`src/hw/rtl/pipm_pkg.sv`:
```
`timescale 1ns / 1ps

package pipm_pkg;

	localparam int CFG_INDEX_W = 3;
	localparam int CFG_DATA_W  = 64;
	localparam int TOL_W       = 8;
	localparam int WIN_W       = 16;
	localparam int REFS_LO_W   = 64;
	localparam int REFS_HI_W   = 32;
	localparam int REFS_W      = REFS_LO_W + REFS_HI_W;
	localparam int REF_W       = 8;
	localparam int REF_SLOTS   = 12;
	localparam int LEN_W       = 4;
	localparam int PERIOD_W    = 16;
	localparam int PROGRESS_W  = 4;

	// register indexes on the config port
	typedef enum logic [CFG_INDEX_W-1:0] {
		REG_TOLERANCE      = 3'd0,
		REG_ACCEPT_MIN     = 3'd1,
		REG_ACCEPT_MAX     = 3'd2,
		REG_REFS_FIRST     = 3'd3,
		REG_REFS_LAST      = 3'd4,
		REG_PATTERN_LENGTH = 3'd5
	} pipm_reg_e_t;

	localparam logic [TOL_W-1:0]     TOLERANCE_RST  = 8'd4;
	localparam logic [WIN_W-1:0]     ACCEPT_MIN_RST = 16'd16;
	localparam logic [WIN_W-1:0]     ACCEPT_MAX_RST = 16'd43;
	localparam logic [REFS_LO_W-1:0] REFS_LO_RST    = 64'd1449346665962872093;
	localparam logic [REFS_HI_W-1:0] REFS_HI_RST    = 32'd488447271;
	localparam logic [LEN_W-1:0]     LENGTH_RST     = 4'd12;

	// edge detector -> matcher
	typedef struct packed {
		logic                edge_seen;
		logic                in_window;
		logic [REF_W-1:0]    period_low;
		logic [PERIOD_W-1:0] captured;
	} pipm_edge_t;

endpackage

```
`src/hw/rtl/pipm_if.sv`:
```
`timescale 1ns / 1ps

interface pipm_in_if;
	logic valid;
	logic ready;
	logic pin_level;

	modport source (output valid, output pin_level, input ready);
	modport sink   (input valid, input pin_level, output ready);
endinterface

interface pipm_out_if;
	logic        valid;
	logic        ready;
	logic        edge_seen;
	logic [15:0] captured_period;
	logic [3:0]  progress;
	logic        alarm;

	modport source (output valid, output edge_seen, output captured_period,
		output progress, output alarm, input ready);
	modport sink   (input valid, input edge_seen, input captured_period,
		input progress, input alarm, output ready);
endinterface

```
`src/hw/rtl/pulse_interval_pattern_matcher.sv`:
```
`timescale 1ns / 1ps
// Pulse-interval pattern matcher.
// in_ch : one beat per timer tick, payload pin_level (conditioned pin).
// out_ch: exactly one beat per input beat: edge_seen, captured_period,
//         progress (references matched so far) and alarm (pattern complete).
// Config: cfg_we/cfg_index/cfg_data write port, no read-back. Index 0
//         tolerance, 1 accept_min, 2 accept_max, 3 refs 0..7, 4 refs 8..11,
//         5 pattern_length. Write only while the block is idle.
// Output: a result appears in the cycle after its input beat is accepted.
// Throughput: one beat per cycle while out_ch.ready is high; edge detect,
//         window and reference compare and index update all sit between the
//         input handshake and the result register.
// Stall: the result register holds while out_ch.ready is low; in_ch.ready
//         follows out_ch.ready whenever a result is pending, so a new tick
//         is still taken in the same cycle the pending one drains.
// Reset: counter, previous level and progress clear; registers return to
//         their defaults (tolerance 4, window 16..43, length 12). A high
//         level on the first tick counts as a rising edge.
module pulse_interval_pattern_matcher #(
	parameter int MAX_PATTERN  = 12,
	parameter int COUNTER_BITS = 16
) (
	input  logic                             clk,
	input  logic                             arst_n,
	pipm_in_if.sink                          in_ch,
	pipm_out_if.source                       out_ch,
	input  logic                             cfg_we,
	input  logic [pipm_pkg::CFG_INDEX_W-1:0] cfg_index,
	input  logic [pipm_pkg::CFG_DATA_W-1:0]  cfg_data
);
	import pipm_pkg::*;

	// config registers
	logic [TOL_W-1:0]     tolerance_q;
	logic [WIN_W-1:0]     accept_min_q;
	logic [WIN_W-1:0]     accept_max_q;
	logic [REFS_LO_W-1:0] refs_lo_q;
	logic [REFS_HI_W-1:0] refs_hi_q;
	logic [LEN_W-1:0]     length_q;

	// result register
	logic                  out_valid_q;
	logic                  edge_seen_q;
	logic [PERIOD_W-1:0]   period_q;
	logic [PROGRESS_W-1:0] progress_q;
	logic                  alarm_q;

	logic                  in_ready;
	logic                  advance;
	pipm_edge_t            edge_info;
	logic [PROGRESS_W-1:0] progress_nx;
	logic                  alarm_nx;

	always_ff @(posedge clk or negedge arst_n) begin
		if (!arst_n) begin
			tolerance_q  <= TOLERANCE_RST;
			accept_min_q <= ACCEPT_MIN_RST;
			accept_max_q <= ACCEPT_MAX_RST;
			refs_lo_q    <= REFS_LO_RST;
			refs_hi_q    <= REFS_HI_RST;
			length_q     <= LENGTH_RST;
		end else if (cfg_we) begin
			case (cfg_index)
				REG_TOLERANCE:      tolerance_q  <= cfg_data[TOL_W-1:0];
				REG_ACCEPT_MIN:     accept_min_q <= cfg_data[WIN_W-1:0];
				REG_ACCEPT_MAX:     accept_max_q <= cfg_data[WIN_W-1:0];
				REG_REFS_FIRST:     refs_lo_q    <= cfg_data[REFS_LO_W-1:0];
				REG_REFS_LAST:      refs_hi_q    <= cfg_data[REFS_HI_W-1:0];
				REG_PATTERN_LENGTH: length_q     <= cfg_data[LEN_W-1:0];
				default: ;
			endcase
		end
	end

	// take a tick whenever the result slot is empty or draining this cycle
	assign in_ready    = ~out_valid_q | out_ch.ready;
	assign in_ch.ready = in_ready;
	assign advance     = in_ch.valid & in_ready;

	pipm_period #(
		.COUNTER_BITS(COUNTER_BITS)
	) u_period (
		.clk        (clk),
		.arst_n     (arst_n),
		.advance    (advance),
		.pin_level  (in_ch.pin_level),
		.accept_min (accept_min_q),
		.accept_max (accept_max_q),
		.edge_info  (edge_info)
	);

	pipm_match #(
		.MAX_PATTERN(MAX_PATTERN)
	) u_match (
		.clk            (clk),
		.arst_n         (arst_n),
		.advance        (advance),
		.edge_info      (edge_info),
		.tolerance      (tolerance_q),
		.refs           ({refs_hi_q, refs_lo_q}),
		.pattern_length (length_q),
		.progress       (progress_nx),
		.alarm          (alarm_nx)
	);

	always_ff @(posedge clk or negedge arst_n) begin
		if (!arst_n) begin
			out_valid_q <= 1'b0;
		end else if (advance) begin
			out_valid_q <= 1'b1;
		end else if (out_ch.ready) begin
			out_valid_q <= 1'b0;
		end
	end

	// payload: no reset needed
	always_ff @(posedge clk) begin
		if (advance) begin
			edge_seen_q <= edge_info.edge_seen;
			period_q    <= edge_info.captured;
			progress_q  <= progress_nx;
			alarm_q     <= alarm_nx;
		end
	end

	assign out_ch.valid           = out_valid_q;
	assign out_ch.edge_seen       = edge_seen_q;
	assign out_ch.captured_period = period_q;
	assign out_ch.progress        = progress_q;
	assign out_ch.alarm           = alarm_q;

endmodule

```
`src/hw/rtl/pipm_period.sv`:
```
`timescale 1ns / 1ps

module pipm_period #(
	parameter int COUNTER_BITS = 16
) (
	input  logic                         clk,
	input  logic                         arst_n,
	input  logic                         advance,
	input  logic                         pin_level,
	input  logic [pipm_pkg::WIN_W-1:0]   accept_min,
	input  logic [pipm_pkg::WIN_W-1:0]   accept_max,
	output pipm_pkg::pipm_edge_t         edge_info
);
	import pipm_pkg::*;

	localparam int CMP_W = (COUNTER_BITS > WIN_W) ? COUNTER_BITS : WIN_W;

	logic [COUNTER_BITS-1:0] cnt_q;
	logic                    prev_q;
	logic [COUNTER_BITS-1:0] cnt_inc;
	logic [CMP_W-1:0]        cnt_ext;
	logic                    rise;

	assign cnt_inc = cnt_q + COUNTER_BITS'(1);
	assign cnt_ext = CMP_W'(cnt_inc);
	assign rise    = pin_level & ~prev_q;

	always_comb begin
		edge_info.edge_seen  = rise;
		edge_info.in_window  = (cnt_ext >= CMP_W'(accept_min)) &&
			(cnt_ext <= CMP_W'(accept_max));
		edge_info.period_low = cnt_ext[REF_W-1:0];
		edge_info.captured   = rise ? cnt_ext[PERIOD_W-1:0] : '0;
	end

	always_ff @(posedge clk or negedge arst_n) begin
		if (!arst_n) begin
			cnt_q  <= '0;
			prev_q <= 1'b0;
		end else if (advance) begin
			prev_q <= pin_level;
			cnt_q  <= rise ? '0 : cnt_inc;
		end
	end

endmodule

```
`src/hw/rtl/pipm_match.sv`:
```
`timescale 1ns / 1ps

module pipm_match #(
	parameter int MAX_PATTERN = 12
) (
	input  logic                           clk,
	input  logic                           arst_n,
	input  logic                           advance,
	input  pipm_pkg::pipm_edge_t           edge_info,
	input  logic [pipm_pkg::TOL_W-1:0]     tolerance,
	input  logic [pipm_pkg::REFS_W-1:0]    refs,
	input  logic [pipm_pkg::LEN_W-1:0]     pattern_length,
	output logic [pipm_pkg::PROGRESS_W-1:0] progress,
	output logic                           alarm
);
	import pipm_pkg::*;

	localparam logic [LEN_W-1:0] MAX_LEN = LEN_W'(MAX_PATTERN);

	logic [PROGRESS_W-1:0] idx_q;
	logic [PROGRESS_W-1:0] idx_inc;
	logic [LEN_W-1:0]      eff_len;
	logic [REF_W-1:0]      ref_val;
	logic signed [9:0]     lo_bound;
	logic signed [9:0]     hi_bound;
	logic signed [9:0]     val_s;
	logic                  hit;

	always_comb begin
		if (pattern_length == '0) begin
			eff_len = LEN_W'(1);
		end else if (pattern_length > MAX_LEN) begin
			eff_len = MAX_LEN;
		end else begin
			eff_len = pattern_length;
		end
	end

	// index stays below the effective length, which is at most MAX_PATTERN
	always_comb begin
		if (idx_q < PROGRESS_W'(REF_SLOTS)) begin
			ref_val = refs[idx_q*REF_W +: REF_W];
		end else begin
			ref_val = '0;
		end
	end

	assign lo_bound = $signed({2'b00, ref_val}) - $signed({2'b00, tolerance});
	assign hi_bound = $signed({2'b00, ref_val}) + $signed({2'b00, tolerance});
	assign val_s    = $signed({2'b00, edge_info.period_low});
	assign hit      = (val_s >= lo_bound) && (val_s <= hi_bound);
	assign idx_inc  = idx_q + PROGRESS_W'(1);

	always_comb begin
		progress = idx_q;
		alarm    = 1'b0;
		if (edge_info.edge_seen) begin
			if (!edge_info.in_window || !hit) begin
				progress = '0;
			end else if (idx_inc >= eff_len) begin
				progress = '0;
				alarm    = 1'b1;
			end else begin
				progress = idx_inc;
			end
		end
	end

	always_ff @(posedge clk or negedge arst_n) begin
		if (!arst_n) begin
			idx_q <= '0;
		end else if (advance) begin
			idx_q <= progress;
		end
	end

endmodule

```
`src/flat_wrapper.sv`:
```
// flat-port wrapper written by rule: the top's interface ports become plain ports
module pulse_interval_pattern_matcher_flat import pipm_pkg::*;
#(
	parameter int MAX_PATTERN  = 12,
	parameter int COUNTER_BITS = 16
)
  (clk, arst_n, cfg_we, cfg_index, cfg_data, in_ch_valid, in_ch_pin_level, in_ch_ready, out_ch_valid, out_ch_edge_seen, out_ch_captured_period, out_ch_progress, out_ch_alarm, out_ch_ready);
  pipm_in_if in_ch_i ();
  pipm_out_if out_ch_i ();
  input  logic clk;
  input  logic arst_n;
  input  logic cfg_we;
  input  logic [pipm_pkg::CFG_INDEX_W-1:0] cfg_index;
  input  logic [pipm_pkg::CFG_DATA_W-1:0] cfg_data;
  input wire logic [$bits(in_ch_i.valid)-1:0] in_ch_valid;
  input wire logic [$bits(in_ch_i.pin_level)-1:0] in_ch_pin_level;
  output wire logic [$bits(in_ch_i.ready)-1:0] in_ch_ready;
  output wire logic [$bits(out_ch_i.valid)-1:0] out_ch_valid;
  output wire logic [$bits(out_ch_i.edge_seen)-1:0] out_ch_edge_seen;
  output wire logic [$bits(out_ch_i.captured_period)-1:0] out_ch_captured_period;
  output wire logic [$bits(out_ch_i.progress)-1:0] out_ch_progress;
  output wire logic [$bits(out_ch_i.alarm)-1:0] out_ch_alarm;
  input wire logic [$bits(out_ch_i.ready)-1:0] out_ch_ready;
  assign in_ch_i.valid = in_ch_valid;
  assign in_ch_i.pin_level = in_ch_pin_level;
  assign in_ch_ready = in_ch_i.ready;
  assign out_ch_valid = out_ch_i.valid;
  assign out_ch_edge_seen = out_ch_i.edge_seen;
  assign out_ch_captured_period = out_ch_i.captured_period;
  assign out_ch_progress = out_ch_i.progress;
  assign out_ch_alarm = out_ch_i.alarm;
  assign out_ch_i.ready = out_ch_ready;
  pulse_interval_pattern_matcher #(.MAX_PATTERN(MAX_PATTERN), .COUNTER_BITS(COUNTER_BITS)) u_core (.clk(clk), .arst_n(arst_n), .in_ch(in_ch_i), .out_ch(out_ch_i), .cfg_we(cfg_we), .cfg_index(cfg_index), .cfg_data(cfg_data));
endmodule
```
`config.mk`:
```
export PLATFORM = sky130hd
export DESIGN_NAME = pulse_interval_pattern_matcher_flat
export DESIGN_NICKNAME = d
export VERILOG_FILES = /design/src/hw/rtl/pipm_pkg.sv /design/src/hw/rtl/pipm_if.sv /design/src/hw/rtl/pulse_interval_pattern_matcher.sv /design/src/hw/rtl/pipm_period.sv /design/src/hw/rtl/pipm_match.sv /design/src/flat_wrapper.sv
export SDC_FILE = /design/constraint.sdc
export NUM_CORES = 1
export LEC_CHECK = 0
export BUFFER_PORTS_ARGS = -buffer_cell sky130_fd_sc_hd__buf_2
export CELL_PAD_IN_SITES_DETAIL_PLACEMENT = 0
export CELL_PAD_IN_SITES_GLOBAL_PLACEMENT = 1
export CORE_MARGIN = 1
export CORE_UTILIZATION = 52
export CTS_CLUSTER_DIAMETER = 150
export DETAILED_ROUTE_END_ITERATION = 8
export PLACE_DENSITY = 0.92
export SYNTH_ARGS = -nofsm -noshare
export SYNTH_HDL_FRONTEND = slang
export SYNTH_SLANG_ARGS = --single-unit
```
`constraint.sdc`:
```
create_clock -name clk -period 8.27 [get_ports clk]
set_input_delay 0.4135 -clock clk [delete_from_list [all_inputs] [get_ports clk]]
set_output_delay 0.4135 -clock clk [all_outputs]
set_load 0.02 [all_outputs]
```
**Word level (Yosys, flattened, before mapping)**

Cells that the tools add are included.

- Add/sub/neg operators: 4
- Magnitude comparators: 7
- Eq/ne operators: 5
- Shift-type cells: 1
- Mux-type cells: 10
- Bitwise operators: 6
- Reductions and logical operators: 15

Operators by type and width:

| operator | number |
|---|---|
| $shiftx A96 B8 Y8 | 1 |
| $mux W4 | 5 |
| $add A16 B1 Y16 const B | 1 |
| $ge A16 B16 Y1 | 1 |
| $le A16 B16 Y1 | 1 |
| $mux W16 | 1 |
| $reduce_and A2 Y1 | 6 |
| $add A8 B8 Y9 | 1 |
| $ge A9 B9 Y1 | 1 |
| $le A8 B9 Y1 | 1 |
| $sub A8 B8 Y9 | 1 |
| $mux W8 | 1 |
| $eq A3 B2 Y1 const B | 2 |
| $eq A3 B3 Y1 const B | 2 |
| $add A4 B1 Y4 const B | 1 |
| $ge A4 B4 Y1 | 1 |
| $gt A4 B4 Y1 const B | 1 |
| $logic_not A4 Y1 | 1 |
| $lt A4 B4 Y1 const B | 1 |
| $eq A3 B1 Y1 const B | 1 |
| $logic_not A3 Y1 | 1 |
| $mux W1 | 3 |
| $not A1 Y1 | 3 |
| $and A1 B1 Y1 | 2 |
| other kinds (6) | 8 |

- Bits in registers: 184
- Input port bits: 73
- Output and inout bits: 24
- Logic and storage cells: 62

**Depth between registers and ports, before layout**

- Depth in word-level cells: 9
- Gate-level depth with buffers: 23
- Gate-level depth less buffers: 21

**Modules after synthesis**

A second synthesis with hierarchy kept.

- Cells, all modules: 800
- Area, all modules: 10381.2 um^2

Modules (own cells, without submodules):

| module | instances | cells an instance | area an instance (um^2) | sequential area each (um^2) |
|---|---|---|---|---|
| pulse_interval_pattern_matcher | 1 | 327 | 6309.8 | 4256.6 |
| pipm_match | 1 | 238 | 2190.9 | 100.1 |
| pipm_period | 1 | 235 | 1880.6 | 425.4 |

**Least setup slack after synthesis**

OpenSTA, ideal clock, no wires.

- Path kind: register to register
- Start: reg u_core.u_match.idx_q[0]
- End: reg u_core.progress_q[0] (netlist: u_core.out_ch.progress[0]) (data pin)
- Library setup time: 0.260 ns
- Arrival: 4.290 ns
- Required time: 8.010 ns
- Slack: 3.720 ns
- Cell stages (with the launch flop): 21
- Path buffers: 2
- Period minus slack after synthesis: 4.550 ns
- Path through: dfrtp_1 buf_2 buf_2 mux4_2 mux2i_1 o22ai_1 ha_1 a21oi_1 o21bai_1 a21o_1 a21o_1 a31oi_1 xnor2_1 ha_1 nand4_1 nor2_1 nor4_1 o311ai_2 o2111ai_1 nor3b_2 mux2_2

- Cells in the longest elaborated chain, start to end: 9
- Elaborated cells between the ends (all ways): 15
- Classes of those cells: add/sub (3); order compare (4); shift (1); mux (4); reduce/logical (3)

Ends and longest elaborated chain:

| element | line | RTL |
|---|---|---|
| from (decl) | pipm_match.sv:20 | `logic [PROGRESS_W-1:0] idx_q;` |
| from (signal assigned) | pipm_match.sv:73 | `idx_q <= progress;` |
| $shiftx A96 B8 Y8 / $lt A4 B4 Y1 (equally long branches) | pipm_match.sv:42, pipm_match.sv:41 |  |
| $mux W8 | pipm_match.sv:41 | `if (idx_q < PROGRESS_W'(REF_SLOTS)) begin` |
| $sub A8 B8 Y9 / $add A8 B8 Y9 (equally long branches) | pipm_match.sv:48, pipm_match.sv:49 |  |
| $ge A9 B9 Y1 / $le A8 B9 Y1 (equally long branches) | pipm_match.sv:51 | `assign hit = (val_s >= lo_bound) && (val_s <= hi_bound);` |
| $logic_and A1 B1 Y1 | pipm_match.sv:51 |  |
| $logic_not A1 Y1 | pipm_match.sv:58 | `if (!edge_info.in_window \|\| !hit) begin` |
| $logic_or A1 B1 Y1 | pipm_match.sv:58 |  |
| $mux W4 | pipm_match.sv:58 |  |
| $mux W4 * | pipm_match.sv:57 | `if (edge_info.edge_seen) begin` |
| named net u_core.progress_nx[0] | pulse_interval_pattern_matcher.sv:51 | `logic [PROGRESS_W-1:0] progress_nx;` |
| to (signal assigned) | pulse_interval_pattern_matcher.sv:121 | `progress_q <= progress_nx;` |
| to (decl) | pulse_interval_pattern_matcher.sv:45 | `logic [PROGRESS_W-1:0] progress_q;` |

Mark *: on every way through the listed nets, which the timed path passes. The rest lies on a longest branch.
A chain may end at the register's enable or synchronous reset.

**Worst setup path in the final report**

Ends and elaborated chain as after synthesis.

==> flow_summary.json <==
{
  "routedWlPerCell_um": 18.23,
  "drive_gt1_share_pct": 36.24,
  "grt_max_degree": 85,
  "worstMarginPinSlew_ns": 1.039,
  "std_cell_rows": 49,
  "cts_htree_levels": 4,
  "synth-seq-cells": 184,
  "drt_first_pass_iters": 5,
  "netlist_instances": 827,
  "min_period_ns": 5.262,
  "critPathTopFamily": "compound AO/OA/AOI/OAI gates",
  "vias": 6488,
  "synth_area_um2": 9821,
  "drc": 0,
  "overflow": 0,
  "synth_edf_count": 22,
  "r2r_cells": 17,
  "pwr-share-comb_pct": 26.9,
  "clockRootBuffer": "clkbuf_16",
  "cp_max_fo": 29,
  "seqPwrFrac_pct": 43.1,
  "die_w_um": 139.4,
  "hpwl_mm": 14.79,
  "ctsHoldBuffers": 0,
  "max_cap_violations": 0,
  "hold_path.class": "in -> async",
  "critPathKind": "reg -> reg",
  "yosysSeqAreaShare_pct": 48.69,
  "leakage_uw": 0.005027,
  "crit_top_cell": "ha_1",
  "die_h_um": 139.4,
  "dieArea_um2": 19440,
  "status": "complete, no violations",
  "fmax_mhz": 190.0,
  "io_pins": 97,
  "dp_slack_ns": 3.091,
  "final_common_cell": "dfrtp_1",
  "gp_congestion": 0.8734,
  "setup_tns_ns": 0,
  "layout.cells.non_filler": 1159,
  "cp_num_buf_inv": 1,
  "fin_crit_sh_pct": 63.63,
  "r2r_end": "u_core.out_ch.progress[0]$_DFFE_PP_",
  "clk_latency_ns": 0.44,
  "p_sw_uw": 851.7,
  "grt_pass1_vias": 6474,
  "clock_sinks": 184,
  "wl_mm": 21.12,
  "ys.flop_type": "dfrtp_1",
  "endpoint_kind": "register",
  "max_slew_margin_pct": 30.73,
  "netlist-cell-type-count": 67,
  "r2r-start": "u_core.u_match.idx_q[0]$_DFFE_PN0P_",
  "drt_iter0_markers": 381,
  "synth_warnings": 0,
  "cp-start-kind": "register",
  "core_area_um2": 18210,
  "postCtsSetupBuffers": 0,
  "portBuffers": 96,
  "regToRegSetupSlack_ns": 3.01,
  "crit_chain": "mux4_2 > mux2i_1 > o22a_1 > inv_1 > ha_1 > fa_1 > nand2b_1 > a22oi_1 > a221o_1 > xnor2_1 > ha_1 > a2111oi_0 > nand2_1 > a31oi_1 > a311o_1 > nor3b_2 > mux2_2",
  "drv_slew": 0,
  "async_reset_ff_share_pct": 88.04,
  "power_frac_clock_pct": 30.1,
  "skew_ns": 0.005259,
  "finalHoldViolations": 0,
  "cp_num_cells": 17,
  "cts_tree": "built",
  "cp_slowest_cell": "dfrtp_2",
  "viasPerCell": 5.598,
  "antenna_cells": 0,
  "syn2layout_area_growth_pct": 13.79,
  "antenna_found_initial": 0,
  "clkTransAtPathRegs_ns": 0.07,
  "sw_frac_of_total_pct": 30.41,
  "cts_made_buffers": 17,
  "hold_ws_ns": 0.004486,
  "crit_end": "u_core.out_ch.progress[0]$_DFFE_PP_",
  "powerDensity_nw_per_um2": 250.7,
  "cts_repair_resize_count": 0,
  "avgSynthCellArea_um2": 11.88,
  "utilization_pct": 61.37,
  "gr-usage-all-layers_pct": 23.09,
  "crit_required_ns": 8.58,
  "setup.worst_path.start": "u_core.u_match.idx_q[0]$_DFFE_PN0P_",
  "p_int_uw": 1949,
  "ant_nets": 0,
  "syn_nets": 973,
  "grt_pass1_wl_mm": 34.55,
  "cts_buffer_depth": 2,
  "start_util_pct": 53.93,
  "rsz0062_at_grt": "no",
  "placedCellCount": 1127,
  "setup_violations": 0,
  "arrival_ns": 5.57,
  "setup_slack_ns": 3.008,
  "crit_path_max_incr_delay_ns": 1.00,
  "layout_common_cells": "dfrtp_1, mux2_2, buf_2",
  "fillCellCount": 1424,
  "peakVddDrop_mv": 0.1698,
  "fin_nets": 1063
}
[cell type report]
cell class | instances | area, um^2 | area share, %
multi-input combinational | 544 | 4703 | 42.09
inverter | 66 | 247.7 | 2.217
clock inverter | 13 | 152.6 | 1.366
timing repair buffer | 104 | 546.8 | 4.893
clock buffer | 19 | 454.2 | 4.064
sequential | 184 | 4783 | 42.81
tap | 229 | 286.5 | 2.564
[power by group through the flow]
stage | registers, uW | clock network, uW | logic [uW]
final | 1210 | 842 | 753
after global routing | 1230 | 896 | 851
after CTS | 1200 | 857 | 754
after detailed placement | 1220 | 0 | 748
after global placement | 1210 | 0 | 731
after floorplan | 1190 | 0 | 556
[per-layer routing]
layer | vias up | global-route usage (%) | wire length, um
met5 | - | 0 | 0
met3 | 33 | 4.301 | 752
met2 | 145 | 36.34 | 10000
met1 | 3184 | 32.28 | 9889
li1 | 3126 | - | -
met4 | 0 | 7.836 | 479
[registers in the layout, indices dropped and copies added (netlist names)]
register / flops
u_core.out_ch.progress: 4
u_core.out_ch.valid: 1
u_core.out_ch.captured_period: 16
u_core.tolerance_q: 8
u_core.length_q: 4
u_core.refs_lo_q: 64
u_core.out_ch.edge_seen: 1
u_core.u_period.cnt_q: 16
u_core.accept_min_q: 16
u_core.u_period.prev_q: 1
u_core.accept_max_q: 16
u_core.u_match.idx_q: 4
u_core.out_ch.alarm: 1
u_core.refs_hi_q: 32
[cells by family after synthesis]
logic type,after synthesis,synth area share (%)
compound gates,140,8.868
xor+xnor,27,2.484
fa+ha+maj,73,9.453
buf+inv,99,3.835
flops,184,48.69
mux,137,18.23
simple gates,167,8.434
[worst min-delay path by stage]
stage / startpoint / endpoint / slack, ns / cells after the start
after floorplan: arst_n / u_core.accept_max_q[10]$_DFFE_PN0P_ / 0.12 / 0
after global placement: u_core.u_period.prev_q$_DFFE_PN0P_ / u_core.u_period.prev_q$_DFFE_PN0P_ / 0.45 / 2
after detailed placement: u_core.u_period.prev_q$_DFFE_PN0P_ / u_core.u_period.prev_q$_DFFE_PN0P_ / 0.46 / 2
after CTS: arst_n / u_core.u_period.cnt_q[9]$_DFFE_PN0P_ / 0.04 / 1
after global routing: arst_n / u_core.u_period.cnt_q[9]$_DFFE_PN0P_ / 0.06 / 1
final: arst_n / u_core.u_period.cnt_q[7]$_DFFE_PN0P_ / 0.004 / 1
[cells in the mapped netlist (3+ instances only)]
cell,number,area [um^2]
nand2_1,78,292.8
mux2_2,105,1182
a211oi_1,3,22.52
nand4_1,9,56.30
a21o_1,9,67.56
mux2i_1,9,90.09
buf_2,3,15.01
edfxtp_1,22,660.6
nand2b_1,10,62.56
and2_1,10,62.56
xor2_1,12,105.1
a21oi_1,22,110.1
mux4_2,23,518.0
ha_1,71,888.4
clkbuf_1,28,105.1
o31ai_1,5,37.54
o22ai_1,8,50.05
a22o_1,3,26.28
nor2_1,24,90.09
dfstp_2,54,1419
a32o_1,3,30.03
a31oi_1,3,18.77
xnor2_1,14,122.6
nand3_1,9,45.04
nor3_1,4,20.02
dfrtp_1,108,2703
o2111ai_1,4,35.03
inv_1,65,244.0
o21ai_0,59,295.3
nor2b_1,4,25.02
[worst register-to-register path: stages, from the launching register on]
cell,delay (ns)
dfrtp_2,1.00
mux4_2,0.64
mux2i_1,0.16
o22a_1,0.19
inv_1,0.05
ha_1,0.20
fa_1,0.41
nand2b_1,0.10
a22oi_1,0.09
a221o_1,0.36
xnor2_1,0.15
ha_1,0.30
a2111oi_0,0.41
nand2_1,0.10
a31oi_1,0.15
a311o_1,0.18
nor3b_2,0.42
mux2_2,0.24
[stage by stage]
| stage | instance area (um^2) | total power [uW] |
|---|---|---|
| floorplan | 9821 | 1751 |
| global placement | 10570 | 1942 |
| detailed placement | 10570 | 1967 |
| CTS | 11170 | 2816 |
| global route | 11170 | 2973 |
| finish | 11170 | 2801 |
Power figures use the tool's default switching activity.
